## config.mk

```make
export PLATFORM = sky130hd
export DESIGN_NAME = least_loaded_dispatcher
export DESIGN_NICKNAME = d
export VERILOG_FILES = /design/src/lld_pkg.sv /design/src/least_loaded_dispatcher.sv /design/src/lld_ctrl.sv /design/src/lld_dp.sv
export SDC_FILE = /design/constraint.sdc
export NUM_CORES = 1
export LEC_CHECK = 0
export BUFFER_PORTS_ARGS = -buffer_cell sky130_fd_sc_hd__buf_2
export CAP_MARGIN = 20
export CORE_ASPECT_RATIO = 2
export CORE_MARGIN = 2
export CORE_UTILIZATION = 56
export DETAILED_ROUTE_END_ITERATION = 12
export PLACE_DENSITY = 0.69
export SYNTH_ARGS = -nofsm -noshare
export SYNTH_HDL_FRONTEND = slang
export SYNTH_HIERARCHICAL = 1
export SYNTH_SLANG_ARGS = --single-unit
```

## constraint.sdc

```tcl
create_clock -name clk -period 12.05 [get_ports clk]
set_input_delay 2.41 -clock clk [delete_from_list [all_inputs] [get_ports clk]]
set_output_delay 2.41 -clock clk [all_outputs]
set_load 0.05 [all_outputs]
```

## src/lld_pkg.sv

```systemverilog
// Shared types and constants for the least-loaded dispatcher.
// Used by lld_ctrl, lld_dp and the top level least_loaded_dispatcher.
package lld_pkg;

    // Sizing of the per-worker counter array.
    localparam int WORKERS    = 16;
    localparam int COUNT_BITS = 16;

    // Fixed field widths of the external interface.
    localparam int OP_W       = 2;
    localparam int WORKER_W   = 4;
    localparam int LOAD_OUT_W = 16;
    localparam int CFG_W      = 5;

    // Derived widths: counter index, active-worker count, common compare width.
    localparam int IDX_W = (WORKERS > 1) ? $clog2(WORKERS) : 1;
    localparam int NUM_W = $clog2(WORKERS + 1);
    localparam int CMP_W = (NUM_W > CFG_W) ? NUM_W : CFG_W;

    // Saturation value of a counter.
    localparam logic [COUNT_BITS-1:0] LOAD_MAX = '1;

    // Operation codes of an input transaction.
    typedef enum logic [OP_W-1:0] {
        OP_DISPATCH = 2'd0,
        OP_COMPLETE = 2'd1,
        OP_UNDO     = 2'd2,
        OP_RESERVED = 2'd3
    } op_t;

    // Commands from the controller to the datapath.
    typedef struct packed {
        logic start;   // capture a new input transaction
        logic scan;    // compare one counter against the running minimum
        logic apply;   // update the counter and load the output register
    } cmd_t;

    // Status from the datapath to the controller.
    typedef struct packed {
        logic new_dispatch;   // the offered input transaction is a dispatch
        logic scan_last;      // the scan stands on the last active worker
    } status_t;

endpackage

```

## src/least_loaded_dispatcher.sv

```systemverilog
// Least-loaded dispatcher that picks the worker with the fewest outstanding tasks.
// Top level; instantiates lld_ctrl and lld_dp and depends on lld_pkg.
//
// The block keeps one outstanding-task counter per worker. A dispatch walks the
// active workers one counter per cycle through the single read port of the
// counter array, scanning the effective number of active workers (a worker_count
// of zero counts as one and values above 16 count as 16) before its result is
// applied; a completion, an undo or an unknown operation goes from the idle state
// straight to the apply state. The controller then returns to its idle state. A new
// input transaction is taken as soon as the previous result has entered the output
// register, even while that result still waits to be taken; the next result then
// waits for the output register and the input stalls meanwhile.
// Counters reset to zero and worker_count resets to 1; worker_count should be
// written only while no transaction is in flight, and cfg_ready is always high.
module least_loaded_dispatcher (
    input  logic                            clk,
    input  logic                            rst_n,
    input  logic                            in_valid,
    output logic                            in_ready,
    input  logic [lld_pkg::OP_W-1:0]        operation,
    input  logic [lld_pkg::WORKER_W-1:0]    worker,
    output logic                            out_valid,
    input  logic                            out_ready,
    output logic [lld_pkg::WORKER_W-1:0]    chosen_worker,
    output logic [lld_pkg::LOAD_OUT_W-1:0]  new_load,
    output logic                            error,
    input  logic                            cfg_valid,
    output logic                            cfg_ready,
    input  logic [lld_pkg::CFG_W-1:0]       worker_count
);
    import lld_pkg::*;

    cmd_t    cmd;
    status_t status;

    // The configuration register can always take a write.
    assign cfg_ready = 1'b1;

    lld_ctrl u_ctrl (
        .clk       (clk),
        .rst_n     (rst_n),
        .in_valid  (in_valid),
        .in_ready  (in_ready),
        .out_valid (out_valid),
        .out_ready (out_ready),
        .status    (status),
        .cmd       (cmd)
    );

    lld_dp u_dp (
        .clk           (clk),
        .rst_n         (rst_n),
        .cmd           (cmd),
        .status        (status),
        .operation     (operation),
        .worker        (worker),
        .cfg_write     (cfg_valid && cfg_ready),
        .worker_count  (worker_count),
        .chosen_worker (chosen_worker),
        .new_load      (new_load),
        .error         (error)
    );

endmodule

```

## src/lld_ctrl.sv

```systemverilog
// Controller state machine of the least-loaded dispatcher.
// Depends on lld_pkg for the command and status structs.
module lld_ctrl (
    input  logic             clk,
    input  logic             rst_n,
    input  logic             in_valid,
    output logic             in_ready,
    output logic             out_valid,
    input  logic             out_ready,
    input  lld_pkg::status_t status,
    output lld_pkg::cmd_t    cmd
);
    import lld_pkg::*;

    typedef enum logic [2:0] {
        S_IDLE  = 3'b001,
        S_SCAN  = 3'b010,
        S_APPLY = 3'b100
    } state_t;

    state_t state_reg;
    state_t state_next;
    logic   out_valid_reg;
    logic   out_valid_next;

    // Next-state logic and command decode.
    always_comb
    begin
        state_next = state_reg;
        in_ready   = 1'b0;
        cmd        = '0;
        unique case (state_reg)
            S_IDLE:
            begin
                in_ready  = 1'b1;
                cmd.start = in_valid;
                if (in_valid)
                begin
                    state_next = status.new_dispatch ? S_SCAN : S_APPLY;
                end
            end
            S_SCAN:
            begin
                cmd.scan = 1'b1;
                if (status.scan_last)
                begin
                    state_next = S_APPLY;
                end
            end
            S_APPLY:
            begin
                // The result may only enter the output register once it is free.
                cmd.apply = !out_valid_reg || out_ready;
                if (cmd.apply)
                begin
                    state_next = S_IDLE;
                end
            end
            default:
            begin
                state_next = S_IDLE;
            end
        endcase
    end

    // Output register valid flag.
    always_comb
    begin
        if (cmd.apply)
        begin
            out_valid_next = 1'b1;
        end
        else if (out_ready)
        begin
            out_valid_next = 1'b0;
        end
        else
        begin
            out_valid_next = out_valid_reg;
        end
    end

    always_ff @(posedge clk or negedge rst_n)
    begin
        if (!rst_n)
        begin
            state_reg     <= S_IDLE;
            out_valid_reg <= 1'b0;
        end
        else
        begin
            state_reg     <= state_next;
            out_valid_reg <= out_valid_next;
        end
    end

    assign out_valid = out_valid_reg;

    // A finished result always shows up as a pending output transaction.
    a_apply_sets_valid: assert property (@(posedge clk) disable iff (!rst_n)
        cmd.apply |=> out_valid_reg)
        else $error("result applied but output not valid");

    // A dispatch always goes through the scan before its result.
    a_dispatch_scans: assert property (@(posedge clk) disable iff (!rst_n)
        (cmd.start && status.new_dispatch) |=> (state_reg == S_SCAN))
        else $error("dispatch skipped the scan");

    // A blocked result waits in place until the output register frees up.
    a_apply_holds: assert property (@(posedge clk) disable iff (!rst_n)
        (state_reg == S_APPLY && out_valid_reg && !out_ready) |=>
        (state_reg == S_APPLY && out_valid_reg))
        else $error("pending result lost while output stalled");

endmodule

```

## src/lld_dp.sv

```systemverilog
// Datapath of the least-loaded dispatcher: counters, scan, update and output register.
// Depends on lld_pkg for widths, operation codes and the command and status structs.
module lld_dp (
    input  logic                            clk,
    input  logic                            rst_n,
    input  lld_pkg::cmd_t                   cmd,
    output lld_pkg::status_t                status,
    input  logic [lld_pkg::OP_W-1:0]        operation,
    input  logic [lld_pkg::WORKER_W-1:0]    worker,
    input  logic                            cfg_write,
    input  logic [lld_pkg::CFG_W-1:0]       worker_count,
    output logic [lld_pkg::WORKER_W-1:0]    chosen_worker,
    output logic [lld_pkg::LOAD_OUT_W-1:0]  new_load,
    output logic                            error
);
    import lld_pkg::*;

    logic [COUNT_BITS-1:0] loads_reg [WORKERS];
    logic [CFG_W-1:0]      worker_count_reg;
    logic [CFG_W-1:0]      worker_count_next;
    op_t                   op_reg;
    op_t                   op_next;
    logic [WORKER_W-1:0]   worker_reg;
    logic [WORKER_W-1:0]   worker_next;
    logic [IDX_W-1:0]      scan_idx_reg;
    logic [IDX_W-1:0]      scan_idx_next;
    logic [IDX_W-1:0]      best_idx_reg;
    logic [IDX_W-1:0]      best_idx_next;
    logic [COUNT_BITS-1:0] best_load_reg;
    logic [COUNT_BITS-1:0] best_load_next;
    logic [WORKER_W-1:0]   out_worker_reg;
    logic [WORKER_W-1:0]   out_worker_next;
    logic [LOAD_OUT_W-1:0] out_load_reg;
    logic [LOAD_OUT_W-1:0] out_load_next;
    logic                  out_error_reg;
    logic                  out_error_next;

    logic [CMP_W-1:0]      count_wide;
    logic [NUM_W-1:0]      active_n;
    logic                  in_range;
    logic [IDX_W-1:0]      rd_addr;
    logic [COUNT_BITS-1:0] rd_load;
    logic                  wr_en;
    logic [COUNT_BITS-1:0] wr_data;
    logic [WORKER_W-1:0]   res_worker;
    logic [COUNT_BITS-1:0] res_load;
    logic                  res_error;

    // Effective number of active workers: zero counts as one, excess is clipped.
    always_comb
    begin
        count_wide = CMP_W'(worker_count_reg);
        priority if (count_wide == '0)
        begin
            active_n = NUM_W'(1);
        end
        else if (count_wide > CMP_W'(WORKERS))
        begin
            active_n = NUM_W'(WORKERS);
        end
        else
        begin
            active_n = NUM_W'(count_wide);
        end
    end

    assign in_range = CMP_W'(worker_reg) < CMP_W'(active_n);

    // Single read port on the counter array.
    always_comb
    begin
        if (cmd.scan)
        begin
            rd_addr = scan_idx_reg;
        end
        else if (op_reg == OP_DISPATCH)
        begin
            rd_addr = best_idx_reg;
        end
        else
        begin
            rd_addr = IDX_W'(worker_reg);
        end
    end

    assign rd_load = loads_reg[rd_addr];

    // Status back to the controller.
    always_comb
    begin
        status.new_dispatch = (op_t'(operation) == OP_DISPATCH);
        status.scan_last    = (NUM_W'(scan_idx_reg) + NUM_W'(1)) == active_n;
    end

    // Capture of the input transaction and the running minimum of the scan.
    always_comb
    begin
        op_next        = op_reg;
        worker_next    = worker_reg;
        scan_idx_next  = scan_idx_reg;
        best_idx_next  = best_idx_reg;
        best_load_next = best_load_reg;
        if (cmd.start)
        begin
            op_next       = op_t'(operation);
            worker_next   = worker;
            scan_idx_next = '0;
        end
        if (cmd.scan)
        begin
            // Strictly smaller only, so a tie keeps the lower index.
            if (scan_idx_reg == '0 || rd_load < best_load_reg)
            begin
                best_idx_next  = scan_idx_reg;
                best_load_next = rd_load;
            end
            scan_idx_next = scan_idx_reg + IDX_W'(1);
        end
    end

    // Result of the captured operation and the counter update it causes.
    always_comb
    begin
        res_worker = worker_reg;
        res_load   = '0;
        res_error  = 1'b1;
        wr_data    = rd_load;
        wr_en      = 1'b0;
        unique case (op_reg)
            OP_DISPATCH:
            begin
                res_worker = WORKER_W'(best_idx_reg);
                wr_data    = (rd_load == LOAD_MAX) ? rd_load : rd_load + COUNT_BITS'(1);
                res_load   = wr_data;
                res_error  = 1'b0;
                wr_en      = cmd.apply;
            end
            OP_COMPLETE, OP_UNDO:
            begin
                if (in_range && rd_load != '0)
                begin
                    wr_data   = rd_load - COUNT_BITS'(1);
                    res_load  = wr_data;
                    res_error = 1'b0;
                    wr_en     = cmd.apply;
                end
            end
            OP_RESERVED:
            begin
                // Unknown operation reports the current count of an in-range worker and flags an error.
                res_load = in_range ? rd_load : '0;
            end
        endcase
    end

    // Output register and configuration register.
    always_comb
    begin
        out_worker_next   = out_worker_reg;
        out_load_next     = out_load_reg;
        out_error_next    = out_error_reg;
        worker_count_next = worker_count_reg;
        if (cmd.apply)
        begin
            out_worker_next = res_worker;
            out_load_next   = LOAD_OUT_W'(res_load);
            out_error_next  = res_error;
        end
        if (cfg_write)
        begin
            worker_count_next = worker_count;
        end
    end

    // Counters clear and the configuration resets to one worker on reset.
    always_ff @(posedge clk or negedge rst_n)
    begin
        if (!rst_n)
        begin
            for (int i = 0; i < WORKERS; i++)
            begin
                loads_reg[i] <= '0;
            end
            worker_count_reg <= CFG_W'(1);
        end
        else
        begin
            if (wr_en)
            begin
                loads_reg[rd_addr] <= wr_data;
            end
            worker_count_reg <= worker_count_next;
        end
    end

    // Working and output payload registers.
    always_ff @(posedge clk or negedge rst_n)
    begin
        if (!rst_n)
        begin
            op_reg         <= OP_DISPATCH;
            worker_reg     <= '0;
            scan_idx_reg   <= '0;
            best_idx_reg   <= '0;
            best_load_reg  <= '0;
            out_worker_reg <= '0;
            out_load_reg   <= '0;
            out_error_reg  <= 1'b0;
        end
        else
        begin
            op_reg         <= op_next;
            worker_reg     <= worker_next;
            scan_idx_reg   <= scan_idx_next;
            best_idx_reg   <= best_idx_next;
            best_load_reg  <= best_load_next;
            out_worker_reg <= out_worker_next;
            out_load_reg   <= out_load_next;
            out_error_reg  <= out_error_next;
        end
    end

    assign chosen_worker = out_worker_reg;
    assign new_load      = out_load_reg;
    assign error         = out_error_reg;

    // A dispatch never raises the error flag.
    a_dispatch_no_error: assert property (@(posedge clk) disable iff (!rst_n)
        (cmd.apply && op_reg == OP_DISPATCH) |=> !out_error_reg)
        else $error("dispatch reported an error");

    // A dispatch only ever selects an active worker.
    a_dispatch_active: assert property (@(posedge clk) disable iff (!rst_n)
        (cmd.apply && op_reg == OP_DISPATCH) |-> (NUM_W'(best_idx_reg) < active_n))
        else $error("dispatch selected an inactive worker");

    // An unknown operation never touches a counter and always flags an error.
    a_reserved_no_write: assert property (@(posedge clk) disable iff (!rst_n)
        (cmd.apply && op_reg == OP_RESERVED) |-> (!wr_en && res_error))
        else $error("unknown operation changed a counter");

endmodule

```

=== After elaboration in Yosys (flattened, before gate mapping) ===
Cells that the tools add are included.

* Register bits: 316
* Input port bits: 16
* Logic and storage cells: 96

* Bitwise gates (word level): 1
* Equality and inequality tests: 11
* Add/sub/neg operators: 4
* Reductions and logical operators: 15
* Mux-type cells: 33
* Order comparisons: 5

{| class="wikitable"
|+ Operators by type and width
! operator !! count
|-
| $bwmux W256 || 1
|-
| $mux W16 || 7
|-
| $bmux W16 S4 || 1
|-
| $demux W16 S4 || 1
|-
| $pmux W16 S3 || 1
|-
| $pmux W16 S2 || 1
|-
| $add A16 B1 Y16 const B || 1
|-
| $eq A16 B16 Y1 const B || 1
|-
| $lt A16 B16 Y1 || 1
|-
| $mux W4 || 4
|-
| $reduce_bool A16 Y1 || 1
|-
| $sub A16 B1 Y16 const B || 1
|-
| $mux W3 || 4
|-
| $mux W5 || 2
|-
| $pmux W3 S3 || 1
|-
| $mux W1 || 8
|-
| $add A4 B1 Y5 const B || 1
|-
| $eq A5 B5 Y1 || 1
|-
| $ge A5 B5 Y1 const B || 1
|-
| $gt A5 B5 Y1 const B || 1
|-
| $logic_not A5 Y1 || 1
|-
| $lt A4 B5 Y1 || 1
|-
| $lt A5 B1 Y1 const B || 1
|-
| $not A4 Y5 || 1
|-
| 18 further kinds || 25
|}

=== Logic depth before layout (Yosys ltp) ===
Gate-level depths: netlist (run 1).

* Depth in word-level cells: 12
* Gate-level depth with buffers: 26
* Mapped depth without buffers: 21

=== Hierarchy ===
Netlist (run 1), hierarchy kept.

{| class="wikitable"
|+ Modules (own cells, without submodules)
! module !! area an instance (µm²) !! times used !! cells an instance !! sequential area each (µm²)
|-
| lld_dp || 17690.7 || 1 || 1789 || 7808.7
|-
| lld_ctrl || 221.5 || 1 || 23 || 101.3
|-
| least_loaded_dispatcher || 11.3 || 1 || 2 || 0.0
|}

=== Least setup slack after synthesis (run 1) ===
Ideal clock, no wire load.

* Path kind: register -> register
* Start: reg u_dp.op_reg[0]
* End: reg u_dp/loads_reg[112] in the netlist's numbering
* Arrival: 4760 ps
* Library setup time: 133 ps
* Period minus slack after synthesis: 4893 ps
* Path slack: 7157 ps
* Cell stages (with the launch flop): 20
* Cells stage by stage: dfrtp_1 -> inv_1 -> ha_1 -> buf_6 -> mux2_4 -> o21ai_2 -> buf_4 -> buf_2 -> nand2_1 -> o22ai_1 -> or2_2 -> buf_2 -> ha_1 -> nand2_1 -> or4_1 -> nor2_8 -> mux2_1 -> a222oi_1 -> buf_2 -> a21oi_1

* Longest elaborated chain between the ends: 12
* Elaborated cells on any way between the ends: 26

{| class="wikitable"
|+ Ends and longest elaborated chain
! item !! line !! source
|-
| start: declaration || lld_dp.sv:21 || <nowiki>op_t op_reg;</nowiki>
|-
| start signal: assignment || lld_dp.sv:212 || <nowiki>op_reg <= op_next;</nowiki>
|-
| branches (longest 12 deep; another with $sub A16 B1 Y16) || - ||
|-
| end signal: indexed assignment || lld_dp.sv:190 || <nowiki>loads_reg[rd_addr] <= wr_data;</nowiki>
|-
| end: declaration || lld_dp.sv:18 || <nowiki>logic [COUNT_BITS-1:0] loads_reg [WORKERS];</nowiki>
|}

Parallel ways; which one is timed is not known. The select of a mux whose other input is x is not followed.
A chain may end at the register's enable or synchronous reset.

==> impl_metrics.toml, run 1 <==
[clock_network]
cts_tree = "done"
ctsHtreeMaxLevel = 1
cts.path.max_buffers = 3
clock_latency_ns = 0.57
clock_buffers_created_by_tritoncts = 28
clk_transition_reported_paths_ns = 0.07
post_cts_resized = 0
cts_hold_buffers = 0
post_cts_buffers = 0
clkSinkCount = 316
ctsRootBufferMaster = "clkbuf_16"

[outcome]
run_status = "finished clean"

[setup_path]
worst-setup-path-type = "flop to flop"
worstPathCellList = "nor3b_2 > buf_4 > inv_1 > buf_4 > a21oi_4 > buf_4 > a21oi_1 > a22o_1 > o22ai_1 > or2_2 > inv_1 > ha_1 > o2111ai_1 > a2bb2oi_1 > nand4_1 > a21oi_4 > nor3_4 > buf_4 > mux2_2"
critical_path_peak_fanout = 41
timing.critical_path.required_ns = 12.49
crit_family = "compound AO/OA/AOI/OAI gates"
worst_setup_path_start_kind = "flop"
crit_buf_inv = 6
cpMaxStageDelayCell = "a21oi_4"
critical-path-max-stage-delay_ns = 0.88
worst_path_most_repeated_cell = "buf_4"
end_kind = "flop"
arrival_ns = 7.51

[grt]
grt_overflow_total = 0
grt_antenna_before_repair = 2
grt_start_max_net_pins = 186
grt_first_pass_wirelength_um = 87100
globalRouteTotalUtil_pct = 34.3
first_global_vias = 14900

[timing]
clock-skew-final_ns = 0.0245
layout_min_cycle_time_ns = 7.07
hold_violations = 0
setup_tns_ns = 0
timing.final.setup_violations = 0
hold_ws_ns = 0.478
final-max-slew-violation-count = 0
post-route-worst-setup-slack_ns = 4.98
slew-limit-headroom_pct = 20.2
max_freq_mhz = 141
unrepaired_setup_endpoints_after_global_routing = "false"
worstMarginPinSlew_ns = 1.20
post-route-period-util_pct = 58.7

[die]
die_w_um = 131
chipHeight_um = 257
boundaryPins = 40
die_area_um2 = 33500
fp.coreArea_um2 = 31500
start_util_pct = 56.8
number_of_standard_cell_rows_in_the_floorplan = 92

[power_and_ir_drop]
clock_power_share_pct = 16.7
net_switching_component_of_the_power_uw = 3060
internal-power_uw = 3050
power_switching_share_pct = 50.1
p_leak_uw = 0.00858
seq_power_share_pct = 25.5
comb_power_share_pct = 57.8
vdd.ir_drop.worst_v = 0.000171
power_density_nw_per_um2 = 313

[synth]
synth_cell_types = 103
syn-instance-count = 1814
synth.ff_latch_count = 316
ys_dominant_reg_cell = "dfrtp_1"
synth_seq_area_share_pct = 44.1
post_synth.cell_area_avg_um2 = 9.88
synth_edf_count = 0
asyncSetResetFlopFracSynth_pct = 100
mappedNetlistArea_um2 = 17900
syn-num-nets = 1855
yosysWarningCount = 6

[placement]
gp_congestion = 1.01
hpwlAfterDp_um = 40100
placedInstanceArea_um2 = 18500
io_buffer_count = 38
pre_cts_slack_ns = 5.19
dp_cells = 2190

[final_layout]
area_used_by_multi_input_combinational_logic_um2 = 9250
area_growth_from_synthesis_to_layout_pct = 9.06
layout_common_cells = "dfrtp_1, nor2_1, a21oi_1"
layout.cell_area.non_filler_um2 = 19500
post_layout_nonfiller_instances = 2243
num-nets-final = 1838
layout.area.seq_um2 = 7910
post_route_cells_drive_above_1_share_pct = 18.7
mostFrequentLayoutCell = "dfrtp_1"
largest_register_ffs = 256
n_fill_cell = 2758

[route]
drcViolationCount = 0
wirelength_met1_um = 19100
dr_wl_met3_um = 3310
route.top_layer_used = "met5"
route.antenna.remaining_nets = 0
drt_first_iter_violations = 1053
wire_per_inst_um = 25.4
route.detailed.vias_per_inst = 6.57
detailroute.wirelength.met2_um = 28600
drtPass1Iterations = 7
wirelength_um = 56900
routed-via-count = 14700

[worst_hold_path]
min_path_type = "flop to flop"

[job]
timing.max_cap.violations = 0
## Yosys cell counts (all sizes together), types with 17 or more instances
library cell	instances	area share [%]
a21oi	238	7.4
nor3	31	1.3
inv	52	1.1
and2	17	0.59
nand2b	30	1.0
mux2i	86	4.9
clkbuf	61	1.3
dfrtp	314	44
nand2	97	2.0
a211o	19	0.93
nor2	249	5.3
a221oi	20	1.1
ha	25	1.7
mux2	119	7.5
o22ai	25	0.87
o21ai	45	1.5
nand3	22	0.61
buf	75	2.5
o211ai	37	1.7
## area by class of cell
class                   count  area share (%)
clock buffers              38            4.24
multi-input cells        1308            47.3
repair buffers             89            3.05
inverters                  54            1.04
clock inverters            14            1.18
flip-flops and latches    316            40.5
diodes                      1          0.0128
well taps                 423            2.71
## metrics by stage
| step | power [uW] | util, % |
|---|---|---|
| 2_1_floorplan | 3920 | - |
| 3_3_place_gp | 4960 | 58.6 |
| 3_5_place_dp | 5020 | 58.6 |
| 4_1_cts | 6050 | 62.0 |
| 5_1_grt | 6420 | 62.0 |
| 6_report | 6110 | 62.0 |
## worst paths after layout
| path | cells past startpoint | to | slack [ns] | start |
|---|---|---|---|---|
| max in group asynchronous | 3 | u_dp/loads_reg[60] | 8.02 | rst_n |
| min in group asynchronous | 1 | u_dp/count_wide[4] | 1.83 | rst_n |
| min | 1 | u_dp/new_load[2] | 0.48 | u_dp/new_load[2] |
| min reg2reg | 1 | u_dp/new_load[2] | 0.48 | u_dp/new_load[2] |
| max reg2reg | 19 | u_dp/loads_reg[203] | 4.98 | u_ctrl/state_reg[1] |
| max | 19 | u_dp/loads_reg[203] | 4.98 | u_ctrl/state_reg[1] |
## cell families (layout without fill, tap and decap cells)
kind of cell,count (synthesis),in the layout,share of synthesized area (%)
buf+inv,190,195,4.94
mux,217,217,14.0
xor+xnor,13,13,0.635
other cells,1,2,0.0209
fa+ha+maj,25,25,1.75
flops,316,316,44.1
simple gates,534,534,14.6
compound gates,518,518,19.9
## worst reg2reg max path, cell delays in order (launching register included)
cell,delay (ns)
dfrtp_1,0.45
nor3b_2,0.20
buf_4,0.21
inv_1,0.05
buf_4,0.29
a21oi_4,0.90
buf_4,0.65
a21oi_1,0.18
a22o_1,0.24
o22ai_1,0.58
or2_2,0.31
inv_1,0.06
ha_1,0.24
o2111ai_1,0.18
a2bb2oi_1,0.19
nand4_1,0.32
a21oi_4,0.31
nor3_4,0.84
buf_4,0.36
mux2_2,0.36
## per-layer routing
metal	GRT usage, %	vias up
li1	-	6549
met1	35.9	7265
met2	59.1	660
met3	5.45	269
met4	28.2	2
met5	0	-
## power groups by stage
stage | Clock [uW] | Combinational [uW] | Sequential [uW]
finish | 1020 | 3540 | 1560
global route | 1070 | 3740 | 1600
CTS | 1040 | 3450 | 1560
detailed placement | 0 | 3440 | 1580
global placement | 0 | 3400 | 1570
floorplan | 0 | 2290 | 1630
No activity file was read; power rests on OpenSTA's default activity.
==> run 2: changes to the inputs <==
clock period = 6.62 ns   (was 12.05 ns; I/O delays follow)
==> run 2 against run 1 <==
Net effect: final area increased by 2.2%; non-clock buffer count increased by 49; routed wire length increased by 6.3%; largest cell class unchanged; largest power group unchanged.
==> impl_metrics.toml, run 2 (synthesized netlist as in run 1, its figures left out) <==
[outcome]
run_status = "finished clean"

[clock_network]
cts.path.max_buffers = 3
clkSinkCount = 316
post_cts_resized = 0
clock_buffers_created_by_tritoncts = 30
clk_transition_reported_paths_ns = 0.06
ctsRootBufferMaster = "clkbuf_16"
cts_hold_buffers = 0
clock_latency_ns = 0.58
post_cts_buffers = 0
cts_tree = "done"
ctsHtreeMaxLevel = 1

[final_layout]
area_growth_from_synthesis_to_layout_pct = 11.5
post_route_cells_drive_above_1_share_pct = 20.8
mostFrequentLayoutCell = "dfrtp_1"
num-nets-final = 1889
n_fill_cell = 2649
insertedDiodeCount = 0
layout_common_cells = "dfrtp_1, nor2_1, a21oi_1"
largest_register_ffs = 256

[grt]
first_global_vias = 15400
grt_start_max_net_pins = 152
grt_overflow_total = 0
grt_first_pass_wirelength_um = 91600
grt_antenna_before_repair = 2
globalRouteTotalUtil_pct = 36.6

[route]
drt_first_iter_violations = 1204
route.detailed.vias_per_inst = 6.55
wire_per_inst_um = 26.4
drtPass1Iterations = 5
routed-via-count = 15000
wirelength_um = 60500
drcViolationCount = 0
route.antenna.remaining_nets = 0

[die]
number_of_standard_cell_rows_in_the_floorplan = 92
fp.coreArea_um2 = 31500
die_w_um = 131
boundaryPins = 40
start_util_pct = 56.8
die_area_um2 = 33500
chipHeight_um = 257

[power_and_ir_drop]
p_leak_uw = 0.00881
vdd.ir_drop.worst_v = 0.000366
power_density_nw_per_um2 = 578

[timing]
worstMarginPinSlew_ns = 1.15
final-max-slew-violation-count = 0
max_freq_mhz = 152
slew-limit-headroom_pct = 23.0
layout_min_cycle_time_ns = 6.58
setup_tns_ns = 0
hold_violations = 0
timing.final.setup_violations = 0
hold_ws_ns = 0.485
unrepaired_setup_endpoints_after_global_routing = "false"
post-route-period-util_pct = 99.4
clock-skew-final_ns = 0.0165

[worst_hold_path]
min_path_type = "flop to flop"
min_from = "u_dp/new_load[2]"

[placement]
io_buffer_count = 38
hpwlAfterDp_um = 42600
gp_congestion = 0.996

[setup_path]
arrival_ns = 7.03
setup.worst_path.start = "u_ctrl/state_reg[1]"
worst_setup_path_endpoint = "u_dp/best_load_reg[4]"
worst_setup_path_start_kind = "flop"
worst-setup-path-type = "flop to flop"
cpMaxStageDelayCell = "nor2_1"
timing.critical_path.required_ns = 7.07
worstPathCellList = "nor3b_2 > buf_4 > nand2b_1 > o21a_1 > buf_4 > nor2_1 > a32oi_1 > and4_1 > nor2_1 > clkinv_1 > ha_1 > and4_1 > a21oi_1 > nand2_1 > a211oi_1 > and3_1 > nor2_2 > buf_4 > mux2_2"
worst-r2r-cell-count = 19
critical-path-max-stage-delay_ns = 0.77
worst_path_most_repeated_cell = "buf_4"
regToRegSetupSlack_ns = 0.04
critical_path.reg2reg.startpoint = "u_ctrl/state_reg[1]"
end_kind = "flop"
critical_path_peak_fanout = 13
r2r-end = "u_dp/best_load_reg[4]"

[job]
timing.max_cap.violations = 0
## run 2: cell count changes in the layout (fill, tap and decap cells not counted), sizes merged
| cell | change |
|---|---|
| buf | +47 |
| bufinv | -5 |
| clkbuf | +9 |
| clkinv | -3 |
| clkinvlp | +4 |
| diode | -1 |
## run 2: layout make-up
type,instances,area (um^2),area share (%)
Multi-Input combinational cell,1308,9250,46.3
Sequential cell,316,7910,39.6
Timing Repair Buffer,138,1100,5.50
Clock buffer,45,908,4.55
Tap cell,423,529,2.65
Inverter,54,203,1.01
Clock inverter,10,87.6,0.438
## run 2: per-layer routing
metal,global-route usage (%),vias up,routed length [um]
met3,7.21,311,4010
met1,39.3,7350,20500
met2,61.2,699,30100
met4,29.3,4,5840
li1,-,6654,-
met5,0,-,43
## run 2: through the flow
step | setup slack (ns) | std cells | area [um^2] | total power [uW] | utilization (%)
2_1_floorplan | 1.73 | 1814 | 17900 | 7140 | -
3_3_place_gp | 0.438 | 2232 | 18800 | 9530 | 59.6
4_1_cts | 0.390 | 2290 | 19900 | 11400 | 63.0
5_1_grt | 0.0175 | 2294 | 20000 | 12100 | 63.4
6_report | 0.0422 | 2294 | 20000 | 11600 | 63.4
3_5_place_dp | 0.417 | 2235 | 18900 | 9580 | 59.9
## run 2: where the power goes
group,switching (uW),leakage (uW),internal [uW]
logic,4800,0.00406,2190
registers,342,0.00427,2490
clock network,759,0.000477,984
## run 2: critical path: cells and delay by family, from the launching register on
family / cells / cell delay [ns]
AND/OR/NAND/NOR: 9 / 2.80
flip-flops: 1 / 0.47
multiplexers: 1 / 0.29
buffers and inverters: 4 / 1.47
AO/OA/AOI/OAI: 4 / 0.90
adder cells (fa/ha/maj): 1 / 0.49
## run 2: worst min path at each step
stage / slack (ns) / cells after the start / end
final: 0.49 / 1 / u_dp/new_load[2]
after global routing: 0.51 / 1 / u_dp/best_idx_reg[3]
after CTS: 0.49 / 1 / u_dp/new_load[2]
after detailed placement: 0.47 / 1 / u_dp/new_load[2]
after global placement: 0.46 / 1 / u_dp/new_load[2]
after floorplan: 0.46 / 1 / u_dp/best_idx_reg[3]
